**src/design/iwd_pkg.sv**
```systemverilog
// Package for the input word debouncer: sizes, bit position tables,
// configuration register indexes and the result bundle type.
// No dependencies.
`default_nettype none
package iwd_pkg;

    localparam int WORD_W        = 32;
    localparam int POS_W         = 5;
    localparam int CNT_W         = 8;
    localparam int STREAK_W      = 8;
    localparam int CFG_INDEX_W   = 8;
    localparam int CFG_DATA_W    = 8;

    localparam int PAD_BITS      = 9;
    localparam int SYS_BITS      = 11;
    localparam int PAD_TABLE_LEN = 9;
    localparam int SYS_TABLE_LEN = 11;
    localparam int PAD_OUT_W     = 9;
    localparam int SYS_OUT_W     = 11;

    localparam int PAD_LANES = (PAD_BITS < PAD_TABLE_LEN) ? PAD_BITS : PAD_TABLE_LEN;
    localparam int SYS_LANES = (SYS_BITS < SYS_TABLE_LEN) ? SYS_BITS : SYS_TABLE_LEN;

    localparam logic [STREAK_W-1:0] STREAK_MAX = '1;

    localparam logic [CFG_DATA_W-1:0] THRESHOLD_RESET  = CFG_DATA_W'(2);
    localparam logic [CFG_DATA_W-1:0] FAIL_LIMIT_RESET = CFG_DATA_W'(5);

    localparam logic [CFG_INDEX_W-1:0] CFG_DEBOUNCE_THRESHOLD = CFG_INDEX_W'(0);
    localparam logic [CFG_INDEX_W-1:0] CFG_FAIL_LIMIT         = CFG_INDEX_W'(1);

    // pads are active low, system buttons active high
    localparam logic [POS_W-1:0] PAD_POS [PAD_TABLE_LEN] = '{
        5'd0, 5'd1, 5'd8, 5'd2, 5'd3, 5'd7, 5'd4, 5'd5, 5'd6
    };
    localparam logic [POS_W-1:0] SYS_POS [SYS_TABLE_LEN] = '{
        5'd25, 5'd24, 5'd28, 5'd16, 5'd17, 5'd18, 5'd19, 5'd20, 5'd21, 5'd22, 5'd23
    };

    typedef struct packed {
        logic [PAD_OUT_W-1:0] pad_stable_bits;
        logic [SYS_OUT_W-1:0] sys_stable_bits;
        logic                 link_ok;
    } iwd_result_t;

endpackage
`default_nettype wire

```
**src/design/iwd_debounce.sv**
```systemverilog
// Debounce state: stable bits, per-bit counters and failure streak.
// Computes the next state and the result for one request. Uses iwd_pkg.
`default_nettype none
module iwd_debounce (
    input  wire logic                             aclk,
    input  wire logic                             aresetn,
    input  wire logic                             update,
    input  wire logic                             read_ok,
    input  wire logic [iwd_pkg::WORD_W-1:0]       jamma_word,
    input  wire logic [iwd_pkg::CFG_DATA_W-1:0]   threshold,
    input  wire logic [iwd_pkg::CFG_DATA_W-1:0]   fail_limit,
    output iwd_pkg::iwd_result_t                  result
);
    import iwd_pkg::*;

    logic [PAD_OUT_W-1:0] pad_stable_reg, pad_stable_next;
    logic [SYS_OUT_W-1:0] sys_stable_reg, sys_stable_next;
    logic [CNT_W-1:0]     pad_cnt_reg [PAD_LANES];
    logic [CNT_W-1:0]     pad_cnt_next [PAD_LANES];
    logic [CNT_W-1:0]     sys_cnt_reg [SYS_LANES];
    logic [CNT_W-1:0]     sys_cnt_next [SYS_LANES];
    logic [STREAK_W-1:0]  streak_reg, streak_next;
    logic                 link_next;

    always_comb begin
        logic             raw;
        logic [CNT_W-1:0] inc;
        pad_stable_next = pad_stable_reg;
        pad_cnt_next    = pad_cnt_reg;
        raw = 1'b0;
        inc = '0;
        if (read_ok) begin
            for (int i = 0; i < PAD_LANES; i++) begin
                raw = ~jamma_word[PAD_POS[i]];
                inc = pad_cnt_reg[i] + CNT_W'(1);
                if (raw == pad_stable_reg[i]) begin
                    pad_cnt_next[i] = '0;
                end else if (inc < threshold) begin
                    pad_cnt_next[i] = inc;
                end else begin
                    pad_cnt_next[i]    = '0;
                    pad_stable_next[i] = raw;
                end
            end
        end
    end

    always_comb begin
        logic             raw;
        logic [CNT_W-1:0] inc;
        sys_stable_next = sys_stable_reg;
        sys_cnt_next    = sys_cnt_reg;
        raw = 1'b0;
        inc = '0;
        if (read_ok) begin
            for (int i = 0; i < SYS_LANES; i++) begin
                raw = jamma_word[SYS_POS[i]];
                inc = sys_cnt_reg[i] + CNT_W'(1);
                if (raw == sys_stable_reg[i]) begin
                    sys_cnt_next[i] = '0;
                end else if (inc < threshold) begin
                    sys_cnt_next[i] = inc;
                end else begin
                    sys_cnt_next[i]    = '0;
                    sys_stable_next[i] = raw;
                end
            end
        end
    end

    always_comb begin
        if (read_ok) begin
            streak_next = '0;
            link_next   = 1'b1;
        end else begin
            streak_next = (streak_reg == STREAK_MAX) ? streak_reg
                                                     : streak_reg + STREAK_W'(1);
            link_next   = (streak_next <= fail_limit);
        end
    end

    always_ff @(posedge aclk) begin
        if (!aresetn) begin
            pad_stable_reg <= '0;
            sys_stable_reg <= '0;
            streak_reg     <= '0;
            for (int i = 0; i < PAD_LANES; i++) pad_cnt_reg[i] <= '0;
            for (int i = 0; i < SYS_LANES; i++) sys_cnt_reg[i] <= '0;
        end else if (update) begin
            pad_stable_reg <= pad_stable_next;
            sys_stable_reg <= sys_stable_next;
            streak_reg     <= streak_next;
            pad_cnt_reg    <= pad_cnt_next;
            sys_cnt_reg    <= sys_cnt_next;
        end
    end

    assign result.pad_stable_bits = pad_stable_next;
    assign result.sys_stable_bits = sys_stable_next;
    assign result.link_ok         = link_next;

endmodule
`default_nettype wire

```
**src/design/input_word_debouncer.sv**
```systemverilog
// Input word debouncer top level: input register, configuration
// registers and result register around iwd_debounce. Uses iwd_pkg.
// Requests pass the input register, then the result register, to result valid.
// Throughput: one request per cycle while m_ready does not stall the result;
// the state update sits between the input register and the result register.
// Reset: synchronous active low; clears state, counters, streak, valids,
// and restores threshold 2 and fail limit 5.
`default_nettype none
module input_word_debouncer (
    input  wire logic                             aclk,
    input  wire logic                             aresetn,
    input  wire logic                             s_valid,
    output      logic                             s_ready,
    input  wire logic                             s_read_ok,
    input  wire logic [iwd_pkg::WORD_W-1:0]       s_jamma_word,
    output      logic                             m_valid,
    input  wire logic                             m_ready,
    output      logic [iwd_pkg::PAD_OUT_W-1:0]    m_pad_stable_bits,
    output      logic [iwd_pkg::SYS_OUT_W-1:0]    m_sys_stable_bits,
    output      logic                             m_link_ok,
    input  wire logic                             cfg_valid,
    output      logic                             cfg_ready,
    input  wire logic [iwd_pkg::CFG_INDEX_W-1:0]  cfg_index,
    input  wire logic [iwd_pkg::CFG_DATA_W-1:0]   cfg_data
);
    import iwd_pkg::*;

    logic                  in_valid_reg;
    logic                  read_ok_reg;
    logic [WORD_W-1:0]     word_reg;
    logic                  out_valid_reg;
    iwd_result_t           result_reg;
    iwd_result_t           result_next;
    logic [CFG_DATA_W-1:0] threshold_reg;
    logic [CFG_DATA_W-1:0] fail_limit_reg;
    logic                  advance;

    assign advance   = in_valid_reg && (!out_valid_reg || m_ready);
    assign s_ready   = !in_valid_reg || advance;
    assign cfg_ready = 1'b1;

    always_ff @(posedge aclk) begin
        if (!aresetn) begin
            threshold_reg  <= THRESHOLD_RESET;
            fail_limit_reg <= FAIL_LIMIT_RESET;
        end else if (cfg_valid) begin
            case (cfg_index)
                CFG_DEBOUNCE_THRESHOLD: threshold_reg  <= cfg_data;
                CFG_FAIL_LIMIT:         fail_limit_reg <= cfg_data;
                default: ;
            endcase
        end
    end

    always_ff @(posedge aclk) begin
        if (!aresetn) begin
            in_valid_reg <= 1'b0;
        end else if (s_ready) begin
            in_valid_reg <= s_valid;
        end
    end

    always_ff @(posedge aclk) begin
        if (s_valid && s_ready) begin
            read_ok_reg <= s_read_ok;
            word_reg    <= s_jamma_word;
        end
    end

    iwd_debounce u_debounce (
        .aclk       (aclk),
        .aresetn    (aresetn),
        .update     (advance),
        .read_ok    (read_ok_reg),
        .jamma_word (word_reg),
        .threshold  (threshold_reg),
        .fail_limit (fail_limit_reg),
        .result     (result_next)
    );

    always_ff @(posedge aclk) begin
        if (!aresetn) begin
            out_valid_reg <= 1'b0;
        end else if (advance) begin
            out_valid_reg <= 1'b1;
        end else if (m_ready) begin
            out_valid_reg <= 1'b0;
        end
    end

    always_ff @(posedge aclk) begin
        if (advance) begin
            result_reg <= result_next;
        end
    end

    assign m_valid           = out_valid_reg;
    assign m_pad_stable_bits = result_reg.pad_stable_bits;
    assign m_sys_stable_bits = result_reg.sys_stable_bits;
    assign m_link_ok         = result_reg.link_ok;

endmodule
`default_nettype wire

```
**config.mk**
```make
export PLATFORM = sky130hd
export DESIGN_NAME = input_word_debouncer
export DESIGN_NICKNAME = d
export VERILOG_FILES = /design/src/design/iwd_pkg.sv /design/src/design/iwd_debounce.sv /design/src/design/input_word_debouncer.sv
export SDC_FILE = /design/constraint.sdc
export NUM_CORES = 1
export LEC_CHECK = 0
export BUFFER_PORTS_ARGS = -buffer_cell sky130_fd_sc_hd__buf_2
export CAP_MARGIN = 20
export CORE_UTILIZATION = 57
export DETAILED_ROUTE_END_ITERATION = 16
export GPL_TIMING_DRIVEN = 0
export PLACE_DENSITY_LB_ADDON = 0.05
export REMOVE_ABC_BUFFERS = 1
export SLEW_MARGIN = 5
export SYNTH_ARGS = -nofsm -noshare
export SYNTH_HDL_FRONTEND = slang
export SYNTH_SLANG_ARGS = --single-unit
```
**constraint.sdc**
```tcl
create_clock -name aclk -period 3.8 [get_ports aclk]
set_clock_uncertainty 0.1 [all_clocks]
set_input_delay 0.38 -clock aclk [delete_from_list [all_inputs] [get_ports aclk]]
set_output_delay 0.38 -clock aclk [all_outputs]
set_load 0.1 [all_outputs]
```
# [After elaboration in Yosys (flattened, before gate mapping)]
# Cells that the tools add are included.
[classes] muxes=86 bitwise=9 eq_ne=22 order_cmp=21 n_addsub=21 reduce_logical=11
[op_table] op="2-to-1 mux 8 bit" count=42
[op_table] op="adder 8 x 1 -> 8 bit, second input constant" count=21
[op_table] op="less-than comparator 8 bit" count=20
[op_table] op="2-to-1 mux 1 bit" count=42
[op_table] op="equality test 1 bit" count=20
[op_table] op="2-to-1 mux 11 bit" count=1
[op_table] op="2-to-1 mux 9 bit" count=1
[op_table] op="inverter 1 bit" count=9
[op_table] op="equality test 8 x 1 -> 1 bit, second input constant" count=1
[op_table] op="equality test 8 bit, second input constant" count=1
[op_table] op="less-or-equal comparator 8 bit" count=1
[op_table] op="logical NOT 8 bit" count=1
[op_table] op="AND reduction 2 bit" count=3
[op_table] op="logical AND 1 bit" count=2
[op_table] op="logical NOT 1 bit" count=2
[op_table] op="logical OR 1 bit" count=2
[op_table] op="nonzero test 2 bit" count=1
[totals] regBits=257 wordCells=202

# [Longest topological paths before layout]
# Gate-level depths: netlist of the first run.
[logic_depth] ltp_word=5 depth_mapped=11 ltp_nobuf=11

# [Modules after synthesis]
# Synthesis of the first run repeated with hierarchy kept, for this count alone.
[unflattened] hier_cells=1580 hier_area_um2=15129.5
[modules_own_cells] mod="iwd_debounce" cells_per_inst=1445 instances=1 area_each_um2=12748.5
[modules_own_cells] mod="input_word_debouncer" cells_per_inst=135 instances=1 area_each_um2=2381.0

# [Least setup slack after synthesis of the first run]
# Ideal clock, no wire load.
[synth_timing] path_kind="reg2reg" startpoint="register out_valid_reg (netlist: m_valid)" endpoint="register read_ok_reg, enable pin" path_stages_with_launch=4 arrival_ns=2.482 setup_time_ns=0.346 setup_slack_ns=0.873 period_less_slack_ns=2.927 n_path_buf=0 path_cell_list="dfxtp_1 -> nor2b_1 -> nand2_1 -> and2_1"
[synth_via] elab_chain_cells=5
[synth_lines] element="start, declared" line="input_word_debouncer.sv:31" text="logic out_valid_reg;"
[synth_lines] element="start signal, assigned" line="input_word_debouncer.sv:83" text="out_valid_reg <= 1'b0;"
[synth_lines] element="start signal, assigned" line="input_word_debouncer.sv:85" text="out_valid_reg <= 1'b1;"
[synth_lines] element="start signal, assigned" line="input_word_debouncer.sv:87" text="out_valid_reg <= 1'b0;"
[synth_lines] element="logical NOT 1 bit" line="input_word_debouncer.sv:38" text="assign advance = in_valid_reg && (!out_valid_reg || m_ready);"
[synth_lines] element="logical OR 1 bit" line="input_word_debouncer.sv:38"
[synth_lines] element="logical AND 1 bit" line="input_word_debouncer.sv:38"
[synth_lines] element="logical OR 1 bit" line="input_word_debouncer.sv:39" text="assign s_ready = !in_valid_reg || advance;"
[synth_lines] element="net s_ready" line="input_word_debouncer.sv:13" text="output logic s_ready,"
[synth_lines] element="logical AND 1 bit" line="input_word_debouncer.sv:64" text="if (s_valid && s_ready) begin"
[synth_lines] element="end signal, assigned" line="input_word_debouncer.sv:65" text="read_ok_reg <= s_read_ok;"
[synth_lines] element="end, declared" line="input_word_debouncer.sv:29" text="logic read_ok_reg;"
# The timed path passes the listed nets, and every way through them passes these cells.
# A chain may end at the register's enable or synchronous reset.

# [Final worst setup path of the first run]
[layout_timing] startpoint="register threshold_reg[2]" endpoint="register u_debounce.pad_cnt_reg[34] (netlist bit)"
[layout_via] elab_chain_cells=3
[layout_lines] element="start, declared" line="input_word_debouncer.sv:34" text="logic [CFG_DATA_W-1:0] threshold_reg;"
[layout_lines] element="start signal, assigned" line="input_word_debouncer.sv:48" text="CFG_DEBOUNCE_THRESHOLD: threshold_reg <= cfg_data;"
[layout_lines] element="less-than comparator 8 bit" line="iwd_debounce.sv:38" text="end else if (inc < threshold) begin"
[layout_lines] element="2-to-1 mux 8 bit" line="iwd_debounce.sv:38"
[layout_lines] element="2-to-1 mux 8 bit" line="iwd_debounce.sv:36" text="if (raw == pad_stable_reg[i]) begin"
[layout_lines] element="end signal, assigned" line="iwd_debounce.sv:93" text="pad_cnt_reg <= pad_cnt_next;"
[layout_lines] element="end, declared" line="iwd_debounce.sv:18" text="logic [CNT_W-1:0] pad_cnt_reg [PAD_LANES];"
# No other way between the ends.

==> run_results.csv, run 1 <==
group,metric,value,unit
sta,tightest_slew,0.9723,ns
setup_path,reg2reg_slack,0.58,ns
sta,fmax,0.3106,GHz
route,first_iter_violations,859,
synthesis,postSynthCellCount,1909,
flow_run,max_cap_violations,0,
sta,finalMaxSlewViolations,0,
power,power.total,6008,uW
global_route,antenna_found_initial,0,
cells_and_area,largest_reg_flops,88,
synthesis,synth-seq-area-share,34.13,%
setup_path,r2r_end,"u_debounce.pad_cnt_reg[34]$_SDFFE_PN0P_",
sta,setup_viol,0,
global_route,grt_pass1_wl,62190,um
synthesis,synth_top_family_by_area,"simple AND/OR/NAND/NOR gates",
route,dr.pass1.iters,5,
power,p_leak,0.006768,uW
clock_network,ctsHoldBuffers,30,
route,drc,0,
route,viasPerCell,5.991,
setup_path,path_max_fanout,12,
cells_and_area,design_area,17800,sq um
synthesis,synth_compound_area_share,17.45,%
synthesis,synth-xor-area-share,7.938,%
floorplan,die-area,28350,sq um
placed_design,place_hpwl,23890,um
synthesis,synth_top_area_share,26.14,%
clock_network,post_cts_buffers,0,
cells_and_area,area_growth,12.84,%
sta,relSlewSlack,35.05,%
setup_path,arrival,3.59,ns
floorplan,die_y,168.4,um
clock_network,cts_buffer_depth,3,
floorplan,row_count,60,
global_route,grt_max_degree,87,
global_route,grt_use_total,26.51,%
synthesis,synthSimpleGateAreaFrac,22.03,%
synthesis,synth_most_common_cell,"nand2_1",
sta,fin_crit_sh,84.71,%
synthesis,synth_mux_area_share,1.158,%
clock_network,cts.reportedPaths.clkPinSlew,0.05,ns
floorplan,initial_core_util,58.38,%
synthesis,synth_warnings,0,
setup_path,endpoint_kind,"flip-flop",
synthesis,synth_top_flop_cell,"dfxtp_1",
setup_path,start_kind,"flip-flop",
global_route,grt_remaining_overflow,0,
placed_design,numPortBuffers,64,
synthesis,synth-edff-count,42,
route,ant_nets,0,
hold_path,hold_path.class,"primary input to flip-flop",
floorplan,core,27030,sq um
route,drt-total-wl,37750,um
floorplan,die_w,168.4,um
route,num_vias,13880,
setup_path,timing.critical_path.to,"u_debounce.pad_cnt_reg[34]$_SDFFE_PN0P_",
synthesis,netlist_area,15780,sq um
sta,hold_viol,0,
setup_path,path_class,"flip-flop to flip-flop",
synthesis,synth_common_cells,"nand2_1 (330), dfxtp_1 (206), ha_1 (169)",
sta,final.setup.tns,0,ns
route,wl_per_cell,16.30,um
setup_path,crit_path_start,"threshold_reg[2]$_SDFFE_PN0P_",
placed_design,gp_congestion,0.8215,
clock_network,cts_tree,"done",
clock_network,numCtsBuffers,31,
synthesis,synthAdderAreaFrac,13.40,%
setup_path,reg2reg_from,"threshold_reg[2]$_SDFFE_PN0P_",
synthesis,synthArstFlopShare,0,%
synthesis,synth_top_cell_by_area,"dfxtp_1",
synthesis,synthDistinctLibCells,48,
clock_network,h-tree-depth,1,
synthesis,ys_seq_elements,248,
floorplan,io_pins,78,
clock_network,clk-insertion-delay-late,0.56,ns
clock_network,clock-sinks,248,
synthesis,synth_area_leaders,"dfxtp_1 (26%), ha_1 (13%), edfxtp_1 (8.0%), nand2_1 (7.9%), xnor2_1 (5.3%)",
clock_network,root_buffer,"clkbuf_16",
cells_and_area,diodes,0,
placed_design,postPlaceCellArea,16520,sq um
global_route,first_global_vias,12920,
outcome,status,"complete, no violations",
cells_and_area,layout-drive-gt1-share,8.506,%
sta,rsz0062_at_grt,"false",
clock_network,post_cts_resized,0,
cells_and_area,fin_nets,2173,
setup_path,ff2ff_path_depth,8,
sta,fin_crit,3.219,ns
cells_and_area,final_util,65.88,%
power,ir_drop,0.0004054,V
setup_path,cp_data_required_time,4.17,ns
power,power_density,337.5,nW/um^2
sta,holdWs,0.03594,ns
synthesis,syn_avg_cell_area,8.266,sq um
[worst max-delay path, cell delays in order, from the launching register on]
cell      delay (ns)
dfxtp_1         0.31
inv_1           0.58
buf_16          0.23
ha_1            0.25
a211o_1         0.29
a31o_2          0.22
a21oi_1         0.74
nand3b_1        0.18
a31oi_1         0.22
[cell type report]
cell class,count,area [sq um]
clock inverters,8,66.31
fillers,2312,9221
clock buffers,50,918.4
repair buffers,116,1091
flip-flops and latches,248,5386
well taps,341,426.7
inverters,32,125.1
multi-input cells,1521,9791
[worst min path at each step]
stage	startpoint	end	slack [ns]	cells after the start
2_1_floorplan	aresetn	fail_limit_reg[0]$_SDFFE_PN1P_	0.34	1
3_3_place_gp	u_debounce.sys_cnt_reg[47]$_SDFFE_PN0P_	u_debounce.sys_cnt_reg[47]$_SDFFE_PN0P_	0.36	2
3_5_place_dp	fail_limit_reg[2]$_SDFFE_PN1P_	fail_limit_reg[2]$_SDFFE_PN1P_	0.37	2
4_1_cts	m_ready	m_valid$_SDFFE_PN0P_	0.005	4
5_1_grt	m_ready	m_valid$_SDFFE_PN0P_	0.09	4
6_report	m_ready	m_valid$_SDFFE_PN0P_	0.04	4
[routing by layer]
metal  vias to the layer above  global-route usage, %  share of wire, %
met5                         -                      0                 0
met4                         0                  6.877               2.5
met3                        65                  3.291               3.7
met2                       262                  46.33                47
met1                      6519                  34.48                47
li1                       7030                      -                 -
[layout by cell type (no fill, tap or decap), types with 4 or more instances in the layout]
master           n
a211o_1         20
a211oi_2        11
a21oi_1        131
a31o_1           9
a31o_2          11
a31oi_1         78
and4_1          15
buf_16          10
buf_2           64
buf_8            9
clkbuf_1        13
clkbuf_16       32
clkbuf_8         5
clkinv_2         4
dfxtp_1        205
dlygate4sd3_1   30
edfxtp_1        42
ha_1           169
inv_1           27
inv_2            4
mux2i_1         16
nand2_1        329
nand3_1        162
nand3b_1        21
nand4_1         18
nand4b_1        20
nor2_1          91
nor2b_1          5
nor3_1          63
o211ai_1        41
o21ai_0         95
o21ai_1          4
o31ai_1         20
o41ai_1         11
or2_2            5
or3_1            9
xnor2_1         96
xor2_1          47
[per-stage QoR]
step                instances  worst slack (ns)
finish                   2316            0.5808
detailed placement       2228            0.6122
floorplan                1801            -3.662
CTS                      2316            0.6078
global route             2316            0.3955
global placement         2206            -6.511
[power breakdown]
part	internal [uW]	total (uW)	switching [uW]	leakage, uW
clock	1710	2820	1110	0.000483
combinational	133	452	319	0.00422
sequential	2710	2740	29.0	0.00207
total	4550	6010	1460	0.00677
[cell families (layout without fill, tap and decap cells)]
kind of cell,count (synthesis),after routing
and+or+nand+nor,750,750
AOI/OAI and AO/OA,440,440
DFF,248,248
adders and majority gates,169,169
xor gates and xnor gates,143,143
buffers and inverters,140,206
muxes,18,18
other,1,1
Note: power is estimated with default switching activity, not from simulation.
==> run 2, diff against run 1 <==
clock period = 2.8 ns   (was 3.8 ns; I/O delays follow)
==> run 2 against run 1 <==
Effect of this change: worst hold slack better by 0.11 ns; sequential share of layout area is 0.92 points lower; clock-buffer cell count stayed put; routed wire length is 2.2% higher; final cell count is 0.91% higher; cell area is 3.2% higher; via count is 1.1% higher; critical endpoint is now m_sys_stable_bits[8]$_DFFE_PP_; largest cell class unchanged.
==> run_results.csv, run 2 (same netlist as run 1, synthesis figures left out) <==
group,metric,value,unit
outcome,status,"complete, no violations",
power,p_int,6241,uW
hold_path,holdCritStartpoint,"cfg_index[0]",
cells_and_area,fin_nets,2194,
power,p_leak,0.006928,uW
setup_path,max_stage_delay,0.41,ns
cells_and_area,multi_input_area,10070,sq um
power,power.total,8269,uW
cells_and_area,largest_reg_flops,88,
clock_network,root_buffer,"clkbuf_16",
sta,relSlewSlack,35.85,%
sta,final.setup.tns,0,ns
floorplan,row_count,60,
cells_and_area,layout-drive-gt1-share,11.17,%
global_route,grt_remaining_overflow,0,
setup_path,path_buf_inv,0,
hold_path,hold_path.class,"primary input to flip-flop",
cells_and_area,final_common_cell,"nand2_1",
setup_path,path_max_fanout,4,
clock_network,cts.reportedPaths.clkPinSlew,0.06,ns
power,clockPowerShare,46.4,%
clock_network,clock-sinks,248,
sta,holdWs,0.1419,ns
global_route,grt_use_total,26.81,%
sta,setup_ws,0.1206,ns
sta,fin_crit_sh,95.69,%
placed_design,numPortBuffers,64,
setup_path,path_class,"flip-flop to flip-flop",
setup_path,cp_data_required_time,3.00,ns
power,ir_drop,0.0005517,V
setup_path,endpoint_kind,"flip-flop",
power,power_frac_seq,44.9,%
cells_and_area,diodes,0,
sta,finalMaxSlewViolations,0,
global_route,grt_pass1_wl,62870,um
cells_and_area,design_area,18380,sq um
route,dr.pass1.iters,5,
hold_path,hold_depth,3,
sta,setup_viol,0,
route,wl_per_cell,16.50,um
floorplan,core,27030,sq um
global_route,grt_max_degree,87,
flow_run,max_cap_violations,0,
placed_design,dp_worst_setup_slack,-0.3878,ns
sta,fin_crit,2.679,ns
cells_and_area,n_fill_cell,2225,
clock_network,clk-insertion-delay-late,0.57,ns
clock_network,cts_tree,"done",
floorplan,die_w,168.4,um
route,first_iter_violations,946,
floorplan,io_pins,78,
setup_path,ff2ff_path_depth,10,
setup_path,reg2reg_slack,0.12,ns
route,ant_nets,0,
route,drc,0,
setup_path,start_kind,"flip-flop",
placed_design,gp_congestion,0.8215,
cells_and_area,layout_common_cells,"nand2_1 (328), dfxtp_1 (201), ha_1 (159)",
global_route,first_global_vias,13040,
placed_design,place_hpwl,23890,um
setup_path,reg2reg_from,"u_debounce.sys_cnt_reg[17]$_SDFFE_PN0P_",
setup_path,arrival,2.88,ns
setup_path,r2r_end,"m_sys_stable_bits[8]$_DFFE_PP_",
setup_path,cp_common_cell,"o21ai_0",
setup_path,crit_family,"compound AO/OA/AOI/OAI gates",
setup_path,crit_path_start,"u_debounce.sys_cnt_reg[17]$_SDFFE_PN0P_",
global_route,antenna_found_initial,0,
clock_network,cts_buffer_depth,3,
power,switchingPower,2028,uW
floorplan,initial_core_util,58.38,%
cells_and_area,area_growth,16.47,%
route,num_vias,14030,
setup_path,cp_slowest_cell,"dfxtp_1",
clock_network,h-tree-depth,1,
power,power_density,450.0,nW/um^2
cells_and_area,register_area,5391,sq um
setup_path,worstPathCellList,"ha_2 > nand3_1 > nor2_1 > xor2_1 > ha_1 > nand2_1 > o21ai_0 > a21oi_1 > o21ai_0 > o31ai_1",
placed_design,postPlaceCellArea,16520,sq um
route,viasPerCell,6.001,
route,drt-total-wl,38570,um
clock_network,numCtsBuffers,31,
floorplan,die-area,28350,sq um
floorplan,die_y,168.4,um
sta,fmax,0.3732,GHz
power,swShare,24.53,%
sta,hold_viol,0,
hold_path,whs_endpoint,"threshold_reg[1]$_SDFFE_PN1P_",
power,power_frac_comb,8.7,%
sta,tightest_slew,0.9602,ns
==> run 2: cell types whose count changed in the layout (fill, tap and decap cells not counted), sizes merged <==
cell         previous run  this run
buf                    86       103
inv                    33        32
dlygate4sd3            30        32
clkinvlp                0         1
a21oi                 132       134
==> run 2: worst max-delay path by stage <==
stage | endpoint | slack, ns | depth (start not counted)
after CTS | u_debounce.sys_cnt_reg[2]$_SDFFE_PN0P_ | 0.007 | 10
after global routing | u_debounce.sys_cnt_reg[58]$_SDFFE_PN0P_ | -0.02 | 11
final | m_sys_stable_bits[8]$_DFFE_PP_ | 0.12 | 10
after detailed placement | u_debounce.pad_cnt_reg[34]$_SDFFE_PN0P_ | -0.39 | 8
after global placement | u_debounce.pad_stable_reg[4]$_SDFFE_PN0P_ | -7.48 | 3
after floorplan | u_debounce.pad_stable_reg[0]$_SDFFE_PN0P_ | -4.66 | 4
==> run 2: through the flow <==
| step | utilization [%] | cells |
|---|---|---|
| 2_1_floorplan | - | 1801 |
| 3_3_place_gp | 59.33 | 2206 |
| 3_5_place_dp | 61.12 | 2228 |
| 4_1_cts | 66.68 | 2323 |
| 5_1_grt | 68.00 | 2337 |
| 6_report | 68.00 | 2337 |
==> run 2: worst min-delay path, stage by stage <==
cell and delay [ns]:
buf_2 0.08, nor2b_1 0.18, o211ai_1 0.22
==> run 2: power by group through the flow <==
stage / sequential [uW] / clock (uW) / combinational [uW]
finish: 3720 / 3840 / 715
global route: 3720 / 4060 / 764
CTS: 3710 / 3910 / 648
detailed placement: 3790 / 0 / 581
global placement: 3790 / 0 / 530
floorplan: 3870 / 0 / 274
==> run 2: per-layer routing <==
layer | track usage [%] | vias to the layer above | routed length, um
li1 | - | 7067 | -
met2 | 47.01 | 270 | 18210
met4 | 6.601 | 0 | 896
met3 | 3.338 | 71 | 1574
met1 | 34.87 | 6617 | 17890
met5 | 0 | - | 0
==> run 2: repair_timing <==
item | CTS | global route
hold buffers | 32 | 0
pin swaps | 4 | 9
buffers inserted | 5 | 12
setup endpoints to repair | 155 | 163
resized for setup | 21 | 45
hold endpoints to repair | 39 | 0
gates cloned | 0 | 2
==> run 2: area by class of cell <==
class | instances | share of cell area [%]
repair buffers | 135 | 7.489
flip-flops and latches | 248 | 29.34
multi-input cells | 1523 | 54.79
well taps | 341 | 2.322
clock buffers | 50 | 4.997
inverters | 32 | 0.7013
clock inverters | 8 | 0.3608
==> run 3, diff against run 2 <==
CELL_PAD_IN_SITES_DETAIL_PLACEMENT = 0   (was unset)
CELL_PAD_IN_SITES_GLOBAL_PLACEMENT = 1   (was unset)
CORE_UTILIZATION = 43   (was 57)
==> run 3 against run 2 <==
Effect of this change: combinational power rose by 4.2%; via count down 1.1%; largest cell class unchanged; critical path depth grew 1.
==> run_results.csv, run 3 (same netlist as run 1, synthesis figures left out) <==
group,metric,value,unit
power,ir_drop,0.0004705,V
flow_run,max_cap_violations,0,
setup_path,worstPathCellList,"ha_1 > nand3_1 > nor2_1 > xor2_1 > ha_1 > nand2_1 > o21ai_0 > a211oi_4 > buf_12 > nand4b_1 > a31oi_1",
clock_network,clock-sinks,248,
sta,fin_crit_sh,97.67,%
placed_design,numPortBuffers,64,
setup_path,cp_data_required_time,3.19,ns
sta,hold_viol,0,
sta,holdWs,0.1500,ns
sta,finalMaxSlewViolations,0,
global_route,grt_max_degree,108,
cells_and_area,area_growth,18.53,%
route,num_vias,13870,
sta,relSlewSlack,35.43,%
floorplan,die_y,193.6,um
placed_design,dp.cells,2347,
outcome,status,"complete, no violations",
clock_network,root_buffer,"clkbuf_16",
sta,fin_crit,2.735,ns
floorplan,io_pins,78,
global_route,grt_remaining_overflow,0,
route,ant_nets,0,
clock_network,cts_tree,"done",
cells_and_area,fin_nets,2198,
placed_design,place_hpwl,24780,um
setup_path,crit_family,"compound AO/OA/AOI/OAI gates",
route,wl_per_cell,16.78,um
floorplan,row_count,69,
setup_path,max_stage_delay,0.43,ns
global_route,grtUsageMet2,37.04,%
route,drc,0,
setup_path,start_kind,"flip-flop",
global_route,grt_most_used_layer,"met2",
clock_network,cts.reportedPaths.clkPinSlew,0.06,ns
floorplan,die_w,193.6,um
sta,rsz0062_at_grt,"true",
global_route,antenna_found_initial,0,
placed_design,postPlaceCellArea,16580,sq um
cells_and_area,design_area,18700,sq um
sta,tightest_slew,0.9666,ns
global_route,grt_pass1_wl,66900,um
setup_path,path_max_fanout,11,
sta,fmax,0.3657,GHz
route,drt-total-wl,41290,um
floorplan,die-area,37470,sq um
setup_path,path_class,"flip-flop to flip-flop",
cells_and_area,n_fill_cell,3310,
floorplan,core,35830,sq um
setup_path,endpoint_kind,"flip-flop",
setup_path,cp_common_cell,"ha_1",
setup_path,cp_slowest_cell,"dfxtp_1",
global_route,grt.met3_usage,2.249,%
cells_and_area,layout-drive-gt1-share,12.46,%
sta,setup_viol,0,
route,first_iter_violations,527,
route,dr.pass1.iters,5,
power,power_density,480.3,nW/um^2
clock_network,clk-insertion-delay-late,0.56,ns
cells_and_area,largest_reg_flops,88,
power,p_leak,0.007012,uW
setup_path,path_buf_inv,1,
clock_network,numCtsBuffers,31,
clock_network,cts_buffer_depth,3,
clock_network,h-tree-depth,1,
hold_path,hold_path.class,"primary input to flip-flop",
global_route,grt_use_total,21.82,%
global_route,use_met1,29.71,%
cells_and_area,final_util,52.20,%
placed_design,gp_congestion,0.7536,
cells_and_area,layout_common_cells,"nand2_1 (328), dfxtp_1 (196), ha_1 (161)",
global_route,first_global_vias,12950,
setup_path,arrival,3.13,ns
cells_and_area,final_common_cell,"nand2_1",
sta,final.setup.tns,0,ns
route,viasPerCell,5.637,
cells_and_area,final_cells,2460,
floorplan,initial_core_util,44.04,%
run 3: worst paths after layout:
check	from	to	slack, ns	depth (start not counted)
max reg2reg	u_debounce.sys_cnt_reg[56]$_SDFFE_PN0P_	u_debounce.sys_cnt_reg[58]$_SDFFE_PN0P_	0.07	11
min	cfg_index[0]	threshold_reg[1]$_SDFFE_PN1P_	0.15	3
max	u_debounce.sys_cnt_reg[56]$_SDFFE_PN0P_	u_debounce.sys_cnt_reg[58]$_SDFFE_PN0P_	0.07	11
min reg2reg	u_debounce.sys_cnt_reg[47]$_SDFFE_PN0P_	u_debounce.sys_cnt_reg[47]$_SDFFE_PN0P_	0.37	2
run 3: final cells by class:
class / instances / area [sq um] / area share, %
Multi-Input combinational cell: 1521 / 10080 / 53.87
Sequential cell: 248 / 5398 / 28.86
Timing Repair Buffer: 141 / 1369 / 7.319
Clock buffer: 40 / 870.8 / 4.656
Tap cell: 461 / 576.8 / 3.084
Clock inverter: 16 / 282.8 / 1.512
Inverter: 32 / 127.6 / 0.6824
Antenna cell: 1 / 2.502 / 0.01338
run 3: through the flow:
| stage | setup WS, ns | total power [uW] |
|---|---|---|
| 2_1_floorplan | -4.662 | 4144 |
| 3_3_place_gp | -8.060 | 4344 |
| 3_5_place_dp | -0.3392 | 4389 |
| 4_1_cts | 0.002351 | 9023 |
| 5_1_grt | -0.02008 | 9295 |
| 6_report | 0.06517 | 8983 |
run 3: layer usage:
layer | share of wire (%) | vias to the layer above
met2 | 47 | 160
li1 | - | 7089
met4 | 1.5 | 0
met3 | 2.7 | 40
met5 | 0 | -
met1 | 49 | 6578
run 3: worst min-delay path, cell delays in order:
cell and delay, ns:
buf_2 0.09, nor2b_1 0.19, o211ai_1 0.22
run 3: power by group:
part	internal [uW]	switching (uW)
combinational	268	477
clock	2910	1610
sequential	3670	40.4
run 3: what timing repair did:
action | CTS | global route
endpoints found under the hold margin | 39 | 0
setup endpoints to repair | 152 | 171
buffers inserted | 0 | 24
hold buffers | 32 | 0
pin swaps | 9 | 13
gates resized for setup | 20 | 50
